==> src/rtl/lcs_pkg.sv <==
package lcs_pkg;

  localparam int MAX_STEPS_DEF    = 64;
  localparam int MAX_FIXTURES_DEF = 64;
  localparam logic [16:0] Q16_ONE = 17'h10000;
  localparam logic [15:0] MS_PER_MINUTE = 16'd60000;

  localparam logic [2:0] REG_TIMING    = 3'd0;
  localparam logic [2:0] REG_DURATION  = 3'd1;
  localparam logic [2:0] REG_TEMPO     = 3'd2;
  localparam logic [2:0] REG_DIRECTION = 3'd3;
  localparam logic [2:0] REG_FADE      = 3'd4;
  localparam logic [2:0] REG_STEPS     = 3'd5;
  localparam logic [2:0] REG_FIXTURES  = 3'd6;
  localparam logic [2:0] REG_SEED      = 3'd7;

  localparam logic [1:0] TM_FIXED = 2'd0;
  localparam logic [1:0] TM_BPM   = 2'd1;
  localparam logic [1:0] TM_BEAT  = 2'd2;

  localparam logic [1:0] DIR_FWD    = 2'd0;
  localparam logic [1:0] DIR_BWD    = 2'd1;
  localparam logic [1:0] DIR_PING   = 2'd2;
  localparam logic [1:0] DIR_RANDOM = 2'd3;

  // controller commands to the datapath
  typedef struct packed {
    logic capture;     // latch request, update start/beat state
    logic div_start;   // load divider operands
    logic div_sel;     // which division to load
    logic div_step;    // one restoring step
    logic take_q1;     // step counter/phase from first division (counter from beat count in beat mode)
    logic take_q2;     // mix from second division
    logic offset_step; // one subtract step of offset reduction
    logic rng_step;    // random update
    logic fix_clear;   // restart fixture index
    logic fix_next;    // advance fixture index
  } lcs_cmd_t;

  typedef struct packed {
    logic skip;        // tick gives no results
    logic need_div2;   // fade is on
    logic offset_done; // offset reduction finished
    logic last_fix;    // fixture index is the final one
  } lcs_stat_t;

endpackage

==> src/rtl/lcs_divider.sv <==
module lcs_divider
  import lcs_pkg::*;
(
  input  logic        clk,
  input  logic        load,
  input  logic        step,
  input  logic [63:0] dividend,
  input  logic [31:0] divisor,
  output logic [63:0] quot
);

  logic [63:0] q;
  logic [31:0] r;
  logic [31:0] d;
  logic [32:0] trial;

  always_comb begin
    trial = {r, q[63]} - {1'b0, d};
  end

  // restoring division, one quotient bit a cycle while step is high
  always_ff @(posedge clk) begin
    if (load) begin
      q <= dividend;
      r <= '0;
      d <= divisor;
    end else if (step) begin
      if (!trial[32] || r[31]) begin
        r <= trial[31:0];
        q <= {q[62:0], 1'b1};
      end else begin
        r <= {r[30:0], q[63]};
        q <= {q[62:0], 1'b0};
      end
    end
  end

  assign quot = q;

endmodule

==> src/rtl/lcs_datapath.sv <==
module lcs_datapath
  import lcs_pkg::*;
#(
  parameter int MAX_STEPS    = MAX_STEPS_DEF,
  parameter int MAX_FIXTURES = MAX_FIXTURES_DEF
) (
  input  logic        clk,
  input  logic        rst,
  input  logic        cfg_we,
  input  logic [2:0]  cfg_index,
  input  logic [31:0] cfg_data,
  input  logic [31:0] time_ms,
  input  logic [15:0] beat_counter,
  input  lcs_cmd_t    cmd,
  output lcs_stat_t   stat,
  output logic [5:0]  fixture_slot,
  output logic [5:0]  current_step,
  output logic [5:0]  previous_step,
  output logic [16:0] fade_mix,
  output logic        fade_enabled,
  output logic        last_fixture
);

  localparam int SW = $clog2(MAX_STEPS + 1);
  localparam int FW = $clog2(MAX_FIXTURES + 1);
  localparam int OW = (MAX_STEPS > 1) ? $clog2(MAX_STEPS) : 1;

  logic [1:0]  timing_mode;
  logic [15:0] step_duration_ms;
  logic [9:0]  tempo_bpm;
  logic [1:0]  direction_mode;
  logic [16:0] fade_fraction;
  logic [6:0]  pattern_steps;
  logic [6:0]  fixture_total;
  logic [31:0] rng_state;

  logic [31:0] start_time;
  logic        started_flag;
  logic [15:0] previous_beat_count;
  logic [31:0] last_beat_time;
  logic        beat_seen;
  logic [31:0] beat_interval;
  logic [31:0] beat_steps;
  logic [31:0] last_step_counter;
  logic [OW-1:0] random_offset;
  logic        rnd_load;

  logic [31:0] now;
  logic [31:0] counter;
  logic [16:0] phase;
  logic [16:0] mix;
  logic [16:0] fade;
  logic [SW-1:0] n;
  logic [FW-1:0] nfix;
  logic [32:0] red;      // value being reduced mod n (or 2s)
  logic [SW:0]  modulus;
  logic [OW-1:0] offset;
  logic [FW-1:0] fix;
  logic [OW-1:0] cur;

  logic [63:0] div_a;
  logic [31:0] div_b;
  logic [63:0] quot;
  logic [31:0] rng_next;
  logic [31:0] x1, x2;
  logic [31:0] since;
  logic [SW:0] span;

  always_comb begin
    if (fixture_total > 7'(MAX_FIXTURES)) nfix = FW'(MAX_FIXTURES);
    else nfix = FW'(fixture_total);
    if (pattern_steps > 7'(MAX_STEPS)) n = SW'(MAX_STEPS);
    else n = SW'(pattern_steps);
    fade = (fade_fraction > Q16_ONE) ? Q16_ONE : fade_fraction;
    stat.skip = (fixture_total == '0) || (pattern_steps == '0);
    stat.need_div2 = (fade != '0);
    stat.last_fix = (fix == nfix - FW'(1));
    span = (n > SW'(1)) ? {1'b0, n} - (SW+1)'(1) : (SW+1)'(1);
    modulus = (direction_mode == DIR_PING) ? {span[SW-1:0], 1'b0} : {1'b0, n};
    stat.offset_done = (red < {{(33-SW-1){1'b0}}, modulus});
    since = now - last_beat_time;
    x1 = rng_state ^ (rng_state << 13);
    x2 = x1 ^ (x1 >> 17);
    rng_next = x2 ^ (x2 << 5);
    // fixed and bpm: quotient holds counter above 16 phase bits
    if (!cmd.div_sel) begin
      unique case (timing_mode)
        TM_BPM: begin
          div_a = ({32'd0, now - start_time}
                   * {54'd0, (tempo_bpm == '0) ? 10'd1 : tempo_bpm}) << 16;
          div_b = {16'd0, MS_PER_MINUTE};
        end
        TM_BEAT: begin
          div_a = {16'd0, since, 16'd0};
          div_b = beat_interval;
        end
        default: begin
          div_a = {16'd0, now - start_time, 16'd0};
          div_b = {16'd0, (step_duration_ms == '0) ? 16'd1 : step_duration_ms};
        end
      endcase
    end else begin
      div_a = {31'd0, phase, 16'd0};
      div_b = {15'd0, fade};
    end
  end

  lcs_divider u_div (
    .clk(clk), .load(cmd.div_start), .step(cmd.div_step),
    .dividend(div_a), .divisor(div_b), .quot(quot)
  );

  always_ff @(posedge clk) begin
    if (rst) begin
      timing_mode <= TM_FIXED;
      step_duration_ms <= 16'd500;
      tempo_bpm <= 10'd120;
      direction_mode <= DIR_FWD;
      fade_fraction <= '0;
      pattern_steps <= 7'd1;
      fixture_total <= 7'd1;
      rng_state <= 32'd1;
      start_time <= '0;
      started_flag <= 1'b0;
      previous_beat_count <= '0;
      last_beat_time <= '0;
      beat_seen <= 1'b0;
      beat_interval <= '0;
      beat_steps <= '0;
      last_step_counter <= '1;
      random_offset <= '0;
      rnd_load <= 1'b0;
    end else begin
      if (cfg_we) begin
        unique case (cfg_index)
          REG_TIMING:    timing_mode <= cfg_data[1:0];
          REG_DURATION:  step_duration_ms <= cfg_data[15:0];
          REG_TEMPO:     tempo_bpm <= cfg_data[9:0];
          REG_DIRECTION: direction_mode <= cfg_data[1:0];
          REG_FADE:      fade_fraction <= cfg_data[16:0];
          REG_STEPS:     pattern_steps <= cfg_data[6:0];
          REG_FIXTURES:  fixture_total <= cfg_data[6:0];
          REG_SEED:      rng_state <= cfg_data;
          default: ;
        endcase
      end
      if (cmd.capture && fixture_total != '0) begin
        if (!started_flag) begin
          start_time <= time_ms;
          started_flag <= 1'b1;
        end
        if (pattern_steps != '0 && timing_mode == TM_BEAT
            && beat_counter != previous_beat_count) begin
          if (beat_seen) beat_interval <= time_ms - last_beat_time;
          last_beat_time <= time_ms;
          beat_seen <= 1'b1;
          previous_beat_count <= beat_counter;
          beat_steps <= beat_steps + 32'd1;
        end
      end
      if (cmd.rng_step && direction_mode == DIR_RANDOM) begin
        rnd_load <= (counter != last_step_counter);
        if (counter != last_step_counter) begin
          last_step_counter <= counter;
          rng_state <= rng_next;
        end
      end
      // keep the reduced offset only when a new random step was drawn
      if (cmd.fix_clear && direction_mode == DIR_RANDOM && rnd_load)
        random_offset <= offset;
    end
  end

  function automatic logic [5:0] shift_amt(input logic [32:0] v, input logic [SW:0] m);
    logic [5:0] s;
    s = '0;
    for (int k = 32; k >= 0; k--) begin
      if ((({{(33-SW-1){1'b0}}, m}) << k) <= v && s == '0 && k != 0
          && (({{(33-SW-1){1'b0}}, m} << k) >> k) == {{(33-SW-1){1'b0}}, m})
        s = 6'(k);
    end
    return s;
  endfunction

  always_ff @(posedge clk) begin
    if (cmd.capture) now <= time_ms;
    if (cmd.take_q1) begin
      if (timing_mode == TM_BEAT) begin
        counter <= beat_steps;
        if (beat_seen && beat_interval != '0)
          phase <= (quot > 64'(Q16_ONE)) ? Q16_ONE : quot[16:0];
        else
          phase <= Q16_ONE;
        red <= {1'b0, beat_steps};
      end else begin
        counter <= quot[47:16];
        phase <= {1'b0, quot[15:0]};
        red <= {1'b0, quot[47:16]};
      end
    end
    if (cmd.take_q2) begin
      if (fade == '0) mix <= Q16_ONE;
      else mix <= (quot > 64'(Q16_ONE)) ? Q16_ONE : quot[16:0];
    end
    // random: reduce the fresh state instead of the counter on a new step, else the kept offset
    if (cmd.rng_step && direction_mode == DIR_RANDOM) begin
      if (counter != last_step_counter) red <= {1'b0, rng_next};
      else red <= {{(33-OW){1'b0}}, random_offset};
    end
    if (cmd.offset_step && !stat.offset_done) begin
      // subtract the largest shifted modulus that fits, one shift per cycle
      red <= red - ({{(33-SW-1){1'b0}}, modulus} << shift_amt(red, modulus));
    end
    if (cmd.fix_clear) begin
      fix <= '0;
      cur <= (SW'(offset) >= n) ? OW'(SW'(offset) - n) : offset;
    end else if (cmd.fix_next) begin
      fix <= fix + FW'(1);
      cur <= (SW'(cur) == n - SW'(1)) ? '0 : cur + OW'(1);
    end
  end

  always_comb begin
    logic [SW:0] p;
    p = red[SW:0];
    unique case (direction_mode)
      DIR_FWD:    offset = OW'(p);
      DIR_BWD:    offset = (p == '0) ? '0 : OW'({1'b0, n} - p);
      DIR_PING:   offset = (p <= span) ? OW'(p) : OW'({span[SW-1:0], 1'b0} - p);
      default:    offset = OW'(p);
    endcase
  end

  assign fixture_slot  = 6'(fix);
  assign current_step  = 6'(cur);
  assign previous_step = (cur == '0) ? 6'(n - SW'(1)) : 6'(cur - OW'(1));
  assign fade_mix      = mix;
  assign fade_enabled  = (fade != '0);
  assign last_fixture  = stat.last_fix;

endmodule

==> src/rtl/lighting_chaser_step_sequencer_unit.sv <==
// from request to first result: a restoring division for step counter and
// phase, offset reduction, and a second division for the fade mix only when
// fading is on; a new request waits until every result of the last is out
// results: one result a cycle while out_ready is high
// reset: synchronous active-high; registers take their defaults, state clears
module lighting_chaser_step_sequencer_unit
  import lcs_pkg::*;
#(
  parameter int MAX_STEPS    = MAX_STEPS_DEF,
  parameter int MAX_FIXTURES = MAX_FIXTURES_DEF
) (
  input  logic        clk,
  input  logic        rst,
  input  logic        cfg_we,
  input  logic [2:0]  cfg_index,
  input  logic [31:0] cfg_data,
  input  logic        in_valid,
  output logic        in_ready,
  input  logic [31:0] time_ms,
  input  logic [15:0] beat_counter,
  output logic        out_valid,
  input  logic        out_ready,
  output logic [5:0]  fixture_slot,
  output logic [5:0]  current_step,
  output logic [5:0]  previous_step,
  output logic [16:0] fade_mix,
  output logic        fade_enabled,
  output logic        last_fixture
);

  lcs_cmd_t  cmd;
  lcs_stat_t stat;

  lcs_ctrl u_ctrl (
    .clk(clk), .rst(rst), .in_valid(in_valid), .in_ready(in_ready),
    .out_valid(out_valid), .out_ready(out_ready), .stat(stat), .cmd(cmd)
  );

  lcs_datapath #(.MAX_STEPS(MAX_STEPS), .MAX_FIXTURES(MAX_FIXTURES)) u_dp (
    .clk(clk), .rst(rst), .cfg_we(cfg_we), .cfg_index(cfg_index),
    .cfg_data(cfg_data), .time_ms(time_ms), .beat_counter(beat_counter),
    .cmd(cmd), .stat(stat), .fixture_slot(fixture_slot),
    .current_step(current_step), .previous_step(previous_step),
    .fade_mix(fade_mix), .fade_enabled(fade_enabled), .last_fixture(last_fixture)
  );

endmodule

==> src/rtl/lcs_ctrl.sv <==
module lcs_ctrl
  import lcs_pkg::*;
(
  input  logic      clk,
  input  logic      rst,
  input  logic      in_valid,
  output logic      in_ready,
  output logic      out_valid,
  input  logic      out_ready,
  input  lcs_stat_t stat,
  output lcs_cmd_t  cmd
);

  typedef enum logic [3:0] {
    S_IDLE, S_CHECK, S_LOAD1, S_DIV1, S_TAKE1, S_RNG, S_RED,
    S_LOAD2, S_DIV2, S_TAKE2, S_EMIT
  } state_t;

  state_t state;
  logic [5:0] cnt;

  assign in_ready = (state == S_IDLE);

  always_comb begin
    cmd = '0;
    unique case (state)
      S_IDLE:  cmd.capture = in_valid;
      S_LOAD1: cmd.div_start = 1'b1;
      S_DIV1:  cmd.div_step = 1'b1;
      S_TAKE1: cmd.take_q1 = 1'b1;
      S_RNG:   cmd.rng_step = 1'b1;
      S_RED:   cmd.offset_step = 1'b1;
      S_LOAD2: begin cmd.div_start = 1'b1; cmd.div_sel = 1'b1; end
      S_DIV2:  begin cmd.div_step = 1'b1; cmd.div_sel = 1'b1; end
      S_TAKE2: begin cmd.take_q2 = 1'b1; cmd.fix_clear = 1'b1; end
      S_EMIT:  cmd.fix_next = out_ready && !stat.last_fix;
      default: ;
    endcase
  end

  always_ff @(posedge clk) begin
    if (rst) begin
      state <= S_IDLE;
      out_valid <= 1'b0;
      cnt <= '0;
    end else begin
      unique case (state)
        S_IDLE:  if (in_valid) state <= S_CHECK;
        S_CHECK: state <= stat.skip ? S_IDLE : S_LOAD1;
        S_LOAD1: begin cnt <= '0; state <= S_DIV1; end
        S_DIV1: begin
          cnt <= cnt + 6'd1;
          if (cnt == 6'd63) state <= S_TAKE1;
        end
        S_TAKE1: state <= S_RNG;
        S_RNG:   state <= S_RED;
        // no fade division when fading is off
        S_RED:   if (stat.offset_done) state <= stat.need_div2 ? S_LOAD2 : S_TAKE2;
        S_LOAD2: begin cnt <= '0; state <= S_DIV2; end
        S_DIV2: begin
          cnt <= cnt + 6'd1;
          if (cnt == 6'd63) state <= S_TAKE2;
        end
        S_TAKE2: begin out_valid <= 1'b1; state <= S_EMIT; end
        S_EMIT: if (out_ready && stat.last_fix) begin
          out_valid <= 1'b0;
          state <= S_IDLE;
        end
        default: state <= S_IDLE;
      endcase
    end
  end

endmodule

==> config.mk <==
export PLATFORM = sky130hd
export DESIGN_NAME = lighting_chaser_step_sequencer_unit
export DESIGN_NICKNAME = d
export VERILOG_FILES = /design/src/rtl/lcs_pkg.sv /design/src/rtl/lcs_divider.sv /design/src/rtl/lcs_datapath.sv /design/src/rtl/lighting_chaser_step_sequencer_unit.sv /design/src/rtl/lcs_ctrl.sv
export SDC_FILE = /design/constraint.sdc
export NUM_CORES = 2
export LEC_CHECK = 0
export BUFFER_PORTS_ARGS = -buffer_cell sky130_fd_sc_hd__buf_4
export CELL_PAD_IN_SITES_DETAIL_PLACEMENT = 1
export CELL_PAD_IN_SITES_GLOBAL_PLACEMENT = 1
export CORE_UTILIZATION = 54
export DETAILED_ROUTE_END_ITERATION = 10
export PLACE_DENSITY_LB_ADDON = 0.1
export SYNTH_ARGS = -nofsm -noshare
export SYNTH_HDL_FRONTEND = slang
export SYNTH_SLANG_ARGS = --single-unit
==> constraint.sdc <==
create_clock -name clk -period 17.65 [get_ports clk]
set_clock_uncertainty 0.15 [all_clocks]
set_input_delay 3.53 -clock clk [delete_from_list [all_inputs] [get_ports clk]]
set_output_delay 3.53 -clock clk [all_outputs]
set_load 0.01 [all_outputs]
# --- Yosys cells after proc, flatten, opt, wreduce, memory -nomap -nowiden ---
# Cells that the tools add are included.
word_totals:
  reg_bits: 561
  latchBits: 0
  ramBits: 0
  mem_bits_ro: 0
  inputBits: 88
  output_inout_bits: 39
  word_cells: 372
  n_memories: 0
op_classes:
  add_sub_neg: 16
  multipliers: 1
  n_div: 0
  n_lt_le_gt_ge: 40
  eq_ne: 32
  shift: 1
  muxes: 120
  bitwise_logic: 5
  n_reduce_logical: 124
ops:
  columns: ["op", "n"]
  rows:
  - ["$mux 6", 71]
  - ["$le 33x33->1", 8]
  - ["$mux 32", 8]
  - ["$logic_not 6->1", 33]
  - ["$mux 64", 3]
  - ["$pmux 58 s2", 1]
  - ["$mux 33", 3]
  - ["$sub 32x32->32", 3]
  - ["$mux 17", 4]
  - ["$gt 64x17->1 const B", 1]
  - ["$pmux 32 s2", 1]
  - ["$xor 32x32->32", 2]
  - ["$logic_and 1x1->1", 48]
  - ["$pmux 4 s11", 1]
  - ["$mul 32x10->42", 1]
  - ["$le 10x33->1", 1]
  - ["$le 11x33->1", 1]
  - ["$le 12x33->1", 1]
  - ["$le 13x33->1", 1]
  - ["$le 14x33->1", 1]
  - ["$le 15x33->1", 1]
  - ["$le 16x33->1", 1]
  - ["$le 17x33->1", 1]
  - ["$le 18x33->1", 1]
  - ["78 further kinds", 142]

# --- Logic depth before layout (Yosys ltp) ---
logic_depth:
  word_depth: 142
  depth_mapped: 51
  mapped_depth_nobuf: 47

# --- Hierarchy ---
# From an unflattened synthesis, not the netlist that was laid out.
hier_totals:
  hier_cells: 5885
  hier_area_um2: 50601.0
modules_own_cells:
  columns: ["module", "instances", "cells_each", "area_per_inst_um2", "seq_area_each_um2"]
  rows:
  - ["lcs_datapath", 1, 5201, 42960.0, 9819.4]
  - ["lcs_divider", 1, 587, 6909.1, 3523.4]
  - ["lcs_ctrl", 1, 97, 732.0, 220.2]

# --- Least setup slack after synthesis ---
# OpenSTA, ideal clock, no wires.
synth_path:
  path_kind: "reg-to-reg"
  startpoint: "register u_dp.pattern_steps[6]"
  endpoint: "register u_dp.red[31], data pin"
  setup_ns: 0.270
  t_arrival_ns: 11.091
  required_time_ns: 17.230
  slack_ns: 6.138
  path_stages_with_launch: 46
  path_buffers: 2
  synth_period_minus_slack_ns: 11.512
  path_cell_list: "dfxtp_1 clkbuf_1 nor2b_1 inv_1 ha_1 o21bai_1 nand3_2 a31oi_1 ha_1 and3_1 a41oi_1 o211ai_2 a211oi_2 o21ai_1 o31a_1 or2_4 or4_4 o211a_1 (+10 left out) o21ai_0 a21oi_1 o21ai_0 a21oi_1 o21ai_0 a21oi_1 o21ai_0 a211oi_1 o31a_1 a2111oi_0 o31a_1 nand2_1 a41oi_1 o21bai_1 a2111oi_0 or3_1 xor2_1 a21oi_1"
synth_between:
  elab_chain_cells: 142
  elab_cells_between_ends: 184
  cone_classes: "add/sub (2); order compare (35); shift (1); mux (68); bitwise (1); reduce/logical (77)"
synth_rtl:
  columns: ["item", "line_no", "text"]
  rows:
  - ["start, declared", "lcs_datapath.sv:33", "logic [6:0] pattern_steps;"]
  - ["start signal, assigned", "lcs_datapath.sv:141", "REG_STEPS: pattern_steps <= cfg_data[6:0];"]
  - ["$gt 7x7->1", "lcs_datapath.sv:72", "if (pattern_steps > 7'(MAX_STEPS)) n = SW'(MAX_STEPS);"]
  - ["$mux 7 *", "lcs_datapath.sv:72", null]
  - ["$sub 7x1->8 / $gt 7x1->1 (equally long branches)", "lcs_datapath.sv:78", "span = (n > SW'(1)) ? {1'b0, n} - (SW+1)'(1) : (SW+1)'(1);"]
  - ["$mux 8", "lcs_datapath.sv:78", null]
  - ["$mux 8 *", "lcs_datapath.sv:79", "modulus = (direction_mode == DIR_PING) ? {span[SW-1:0], 1'b0} : {1'b0, n};"]
  - ["branches (longest 136 deep; another with $le 33x33->1)", null, null]
  - ["$mux 33 *", "lcs_datapath.sv:210", "if (cmd.offset_step && !stat.offset_done) begin"]
  - ["end signal, assigned", "lcs_datapath.sv:207", "if (counter != last_step_counter) red <= {1'b0, rng_next};"]
  - ["end signal, assigned", "lcs_datapath.sv:208", "else red <= {{(33-OW){1'b0}}, random_offset};"]
  - ["end signal, assigned", "lcs_datapath.sv:212", "red <= red - ({{(33-SW-1){1'b0}}, modulus} << shift_amt(red, modulus));"]
  - ["end, declared", "lcs_datapath.sv:55", "logic [32:0] red;"]
# Mark *: on every way between the ends. The select of a mux whose other input is x is not followed.
# A chain may end at the register's enable or synchronous reset.

# --- Worst setup path in the final report ---
# Same ends and word-level chain as after synthesis.

==> reports/metrics.yaml <==
outcome: "finished clean"
cap_violations: 0
floorplan.initialDensity: 0.5467
synth_edf_count: 233
synthArstFlopShare: 0
ant_nets: 0
grt.overflow.total: 0
synthDistinctLibCells: 110
clockBufferDepth: 3
antenna_found_initial: 9
critPathCaptureType: "flop"
cts.sinks: 561
worst_hold_path_type: "reg -> reg"
grt_max_degree: 114
syn_inst: 5883
hpwlAfterDp_um: 134600
whs_ns: 0.3055
grt_setup_unrepaired: "no"
ys.warnings.count: 0
routedWlPerCell_um: 25.01
drt-initial-drc-count: 3359
cts_resized: 0
clk_latency_ns: 0.65
cts-hold-fix-buffers: 0
maxSlewViolCount: 0
finalCritPeriodShare: 0.7365
grt_pass1_vias: 47540
grt_pass1_wl_um: 276300
drive_above_1_share: 0.07525
crit_slowest_cell: "dfxtp_1"
drcViolationCount: 0
path_max_fanout: 20
worstMarginPinSlew_ns: 1.297
cts_buffers: 59
cts_setup_buffers: 0
final_util: 0.5930
nNetsFinal: 6729
slew_headroom: 0.1290
synth_flop_cell: "dfxtp_1"
syn_avg_cell_area_um2: 8.544
path_class: "reg -> reg"
netlist_area_um2: 50270
required_ns: 17.87
tns_ns: 0
min_period_ns: 13.00
clockRootBuffer: "clkbuf_16"
grt_usage: 0.3771
hold_viol_final: 0
dieArea_um2: 94310
via_per_inst: 6.300
yosysSeqAreaShare: 0.2698
firstDrtPassIters: 5
start_kind: "flop"
io_buffers: 126
htree_levels: 2
die_w_um: 307.1
die_y_um: 307.1
worstPathArrival_ns: 13.22
wl_um: 179800
area_growth_pct: 8.458
clk_pin_slew_ns: 0.07
vias: 45290
syn-num-nets: 6723
rows: 111
core_area_um2: 91940
num_io_pins: 127
routabilityCongestion: 0.9518
ys_seq_elements: 561
nFillCells: 10930
slowest_delay_ns: 0.65
cts_tree: "done"
setup_viol: 0
fmax_ghz: 0.07693
==> sequential cells by signal (all words and copies together) (netlist names), 10 cells and up <==
signal                    flops
u_dp.beat_interval           32
u_dp.beat_steps              32
u_dp.counter                 32
u_dp.fade_fraction           17
u_dp.fade_mix                17
u_dp.last_beat_time          32
u_dp.last_step_counter       32
u_dp.now                     32
u_dp.phase                   17
u_dp.previous_beat_count     16
u_dp.red                     33
u_dp.rng_state               32
u_dp.start_time              32
u_dp.step_duration_ms        16
u_dp.tempo_bpm               10
u_dp.u_div.d                 32
u_dp.u_div.quot              64
u_dp.u_div.r                 32
==> cell type report <==
cell class / instances / area [um^2] / share of cell area
antenna: 6 / 15.01 / 0.0002754
clock inverter: 17 / 240.2 / 0.004406
clock buffer: 95 / 1799 / 0.03300
multi-input combinational: 4622 / 34130 / 0.6261
inverter: 436 / 1637 / 0.03002
timing repair buffer: 209 / 1577 / 0.02892
tap: 1243 / 1555 / 0.02853
sequential: 561 / 13560 / 0.2488
==> path summary, 6_finish.rpt <==
check	from	depth (start not counted)	end	slack, ns
setup / recovery	u_dp.pattern_steps[6]	48	u_dp.red[31]	4.65
hold / removal	u_dp.start_time[13]	2	u_dp.start_time[13]	0.31
setup reg to reg	u_dp.pattern_steps[6]	48	u_dp.red[31]	4.65
hold reg to reg	u_dp.start_time[13]	2	u_dp.start_time[13]	0.31
==> cells in the final DEF (no fill, tap or decap), drive strengths merged, types with 27 or more instances in the layout <==
| master | Yosys | layout |
|---|---|---|
| nand4 | 63 | 63 |
| clkbuf | 237 | 95 |
| o21a | 40 | 40 |
| a31oi | 40 | 40 |
| o21ai | 277 | 277 |
| buf | 27 | 209 |
| and3 | 71 | 71 |
| nand2 | 844 | 844 |
| edfxtp | 233 | 233 |
| a21o | 96 | 96 |
| xnor2 | 231 | 231 |
| or3 | 39 | 39 |
| nor3 | 121 | 121 |
| inv | 432 | 435 |
| or2 | 39 | 39 |
| nor2 | 363 | 363 |
| and2 | 208 | 208 |
| o211ai | 27 | 27 |
| mux2i | 93 | 93 |
| nand3 | 129 | 129 |
| nand2b | 50 | 50 |
| mux2 | 40 | 40 |
| dfxtp | 328 | 328 |
| xor2 | 103 | 103 |
| a211oi | 53 | 53 |
| fa | 246 | 246 |
| a221oi | 39 | 39 |
| a21oi | 407 | 407 |
| ha | 506 | 506 |
| nand3b | 59 | 59 |
| nor2b | 78 | 78 |
| nor4 | 65 | 65 |
==> metrics by stage <==
stage          setup slack (ns)  area (um^2)  std cells
6_report                  4.651        54520       7189
5_1_grt                   3.792        54510       7187
4_1_cts                   4.910        54500       7183
3_5_place_dp              4.998        52460       7071
3_3_place_gp              5.466        52460       7071
2_1_floorplan             6.138        50270       5883
==> cell usage after synthesis, types with 128 or more instances <==
| library cell | instances | area share |
|---|---|---|
| xnor2_1 | 230 | 0.040 |
| fa_1 | 246 | 0.098 |
| edfxtp_1 | 233 | 0.14 |
| nand2_1 | 843 | 0.063 |
| o21ai_0 | 267 | 0.027 |
| nor2_1 | 363 | 0.027 |
| ha_1 | 506 | 0.13 |
| clkbuf_1 | 237 | 0.018 |
| nand3_1 | 128 | 0.013 |
| inv_1 | 430 | 0.032 |
| a21oi_1 | 407 | 0.041 |
| and2_1 | 206 | 0.026 |
| dfxtp_1 | 328 | 0.13 |
==> per-layer routing <==
metal | vias to the layer above | wire length, um | global-route usage
met4 | 4 | 8721 | 0.1741
met5 | - | 27 | 0
met3 | 426 | 9932 | 0.04852
met2 | 1421 | 87650 | 0.6497
li1 | 20580 | - | -
met1 | 22860 | 73470 | 0.4686
==> logic make-up after synthesis <==
family,share of synthesized area
adder cells (fa/ha/maj),0.2239
other,0.00007460
XOR/XNOR,0.05902
multiplexers,0.02795
buffers and inverters,0.05349
flip-flops,0.2698
AO/OA/AOI/OAI,0.1591
AND/OR/NAND/NOR,0.2067
==> critical path, delay by kind of cell (launching register included) <==
family / cells / cell delay (ns)
flops: 1 / 0.65
compound gates: 27 / 6.53
simple gates: 12 / 2.99
buf+inv: 5 / 1.46
fa+ha+maj: 3 / 0.78
xor+xnor: 1 / 0.14
Power is left out: the tool's default activity adds up to more than one toggle a clock period on the data nets, which glitch-free logic cannot reach.
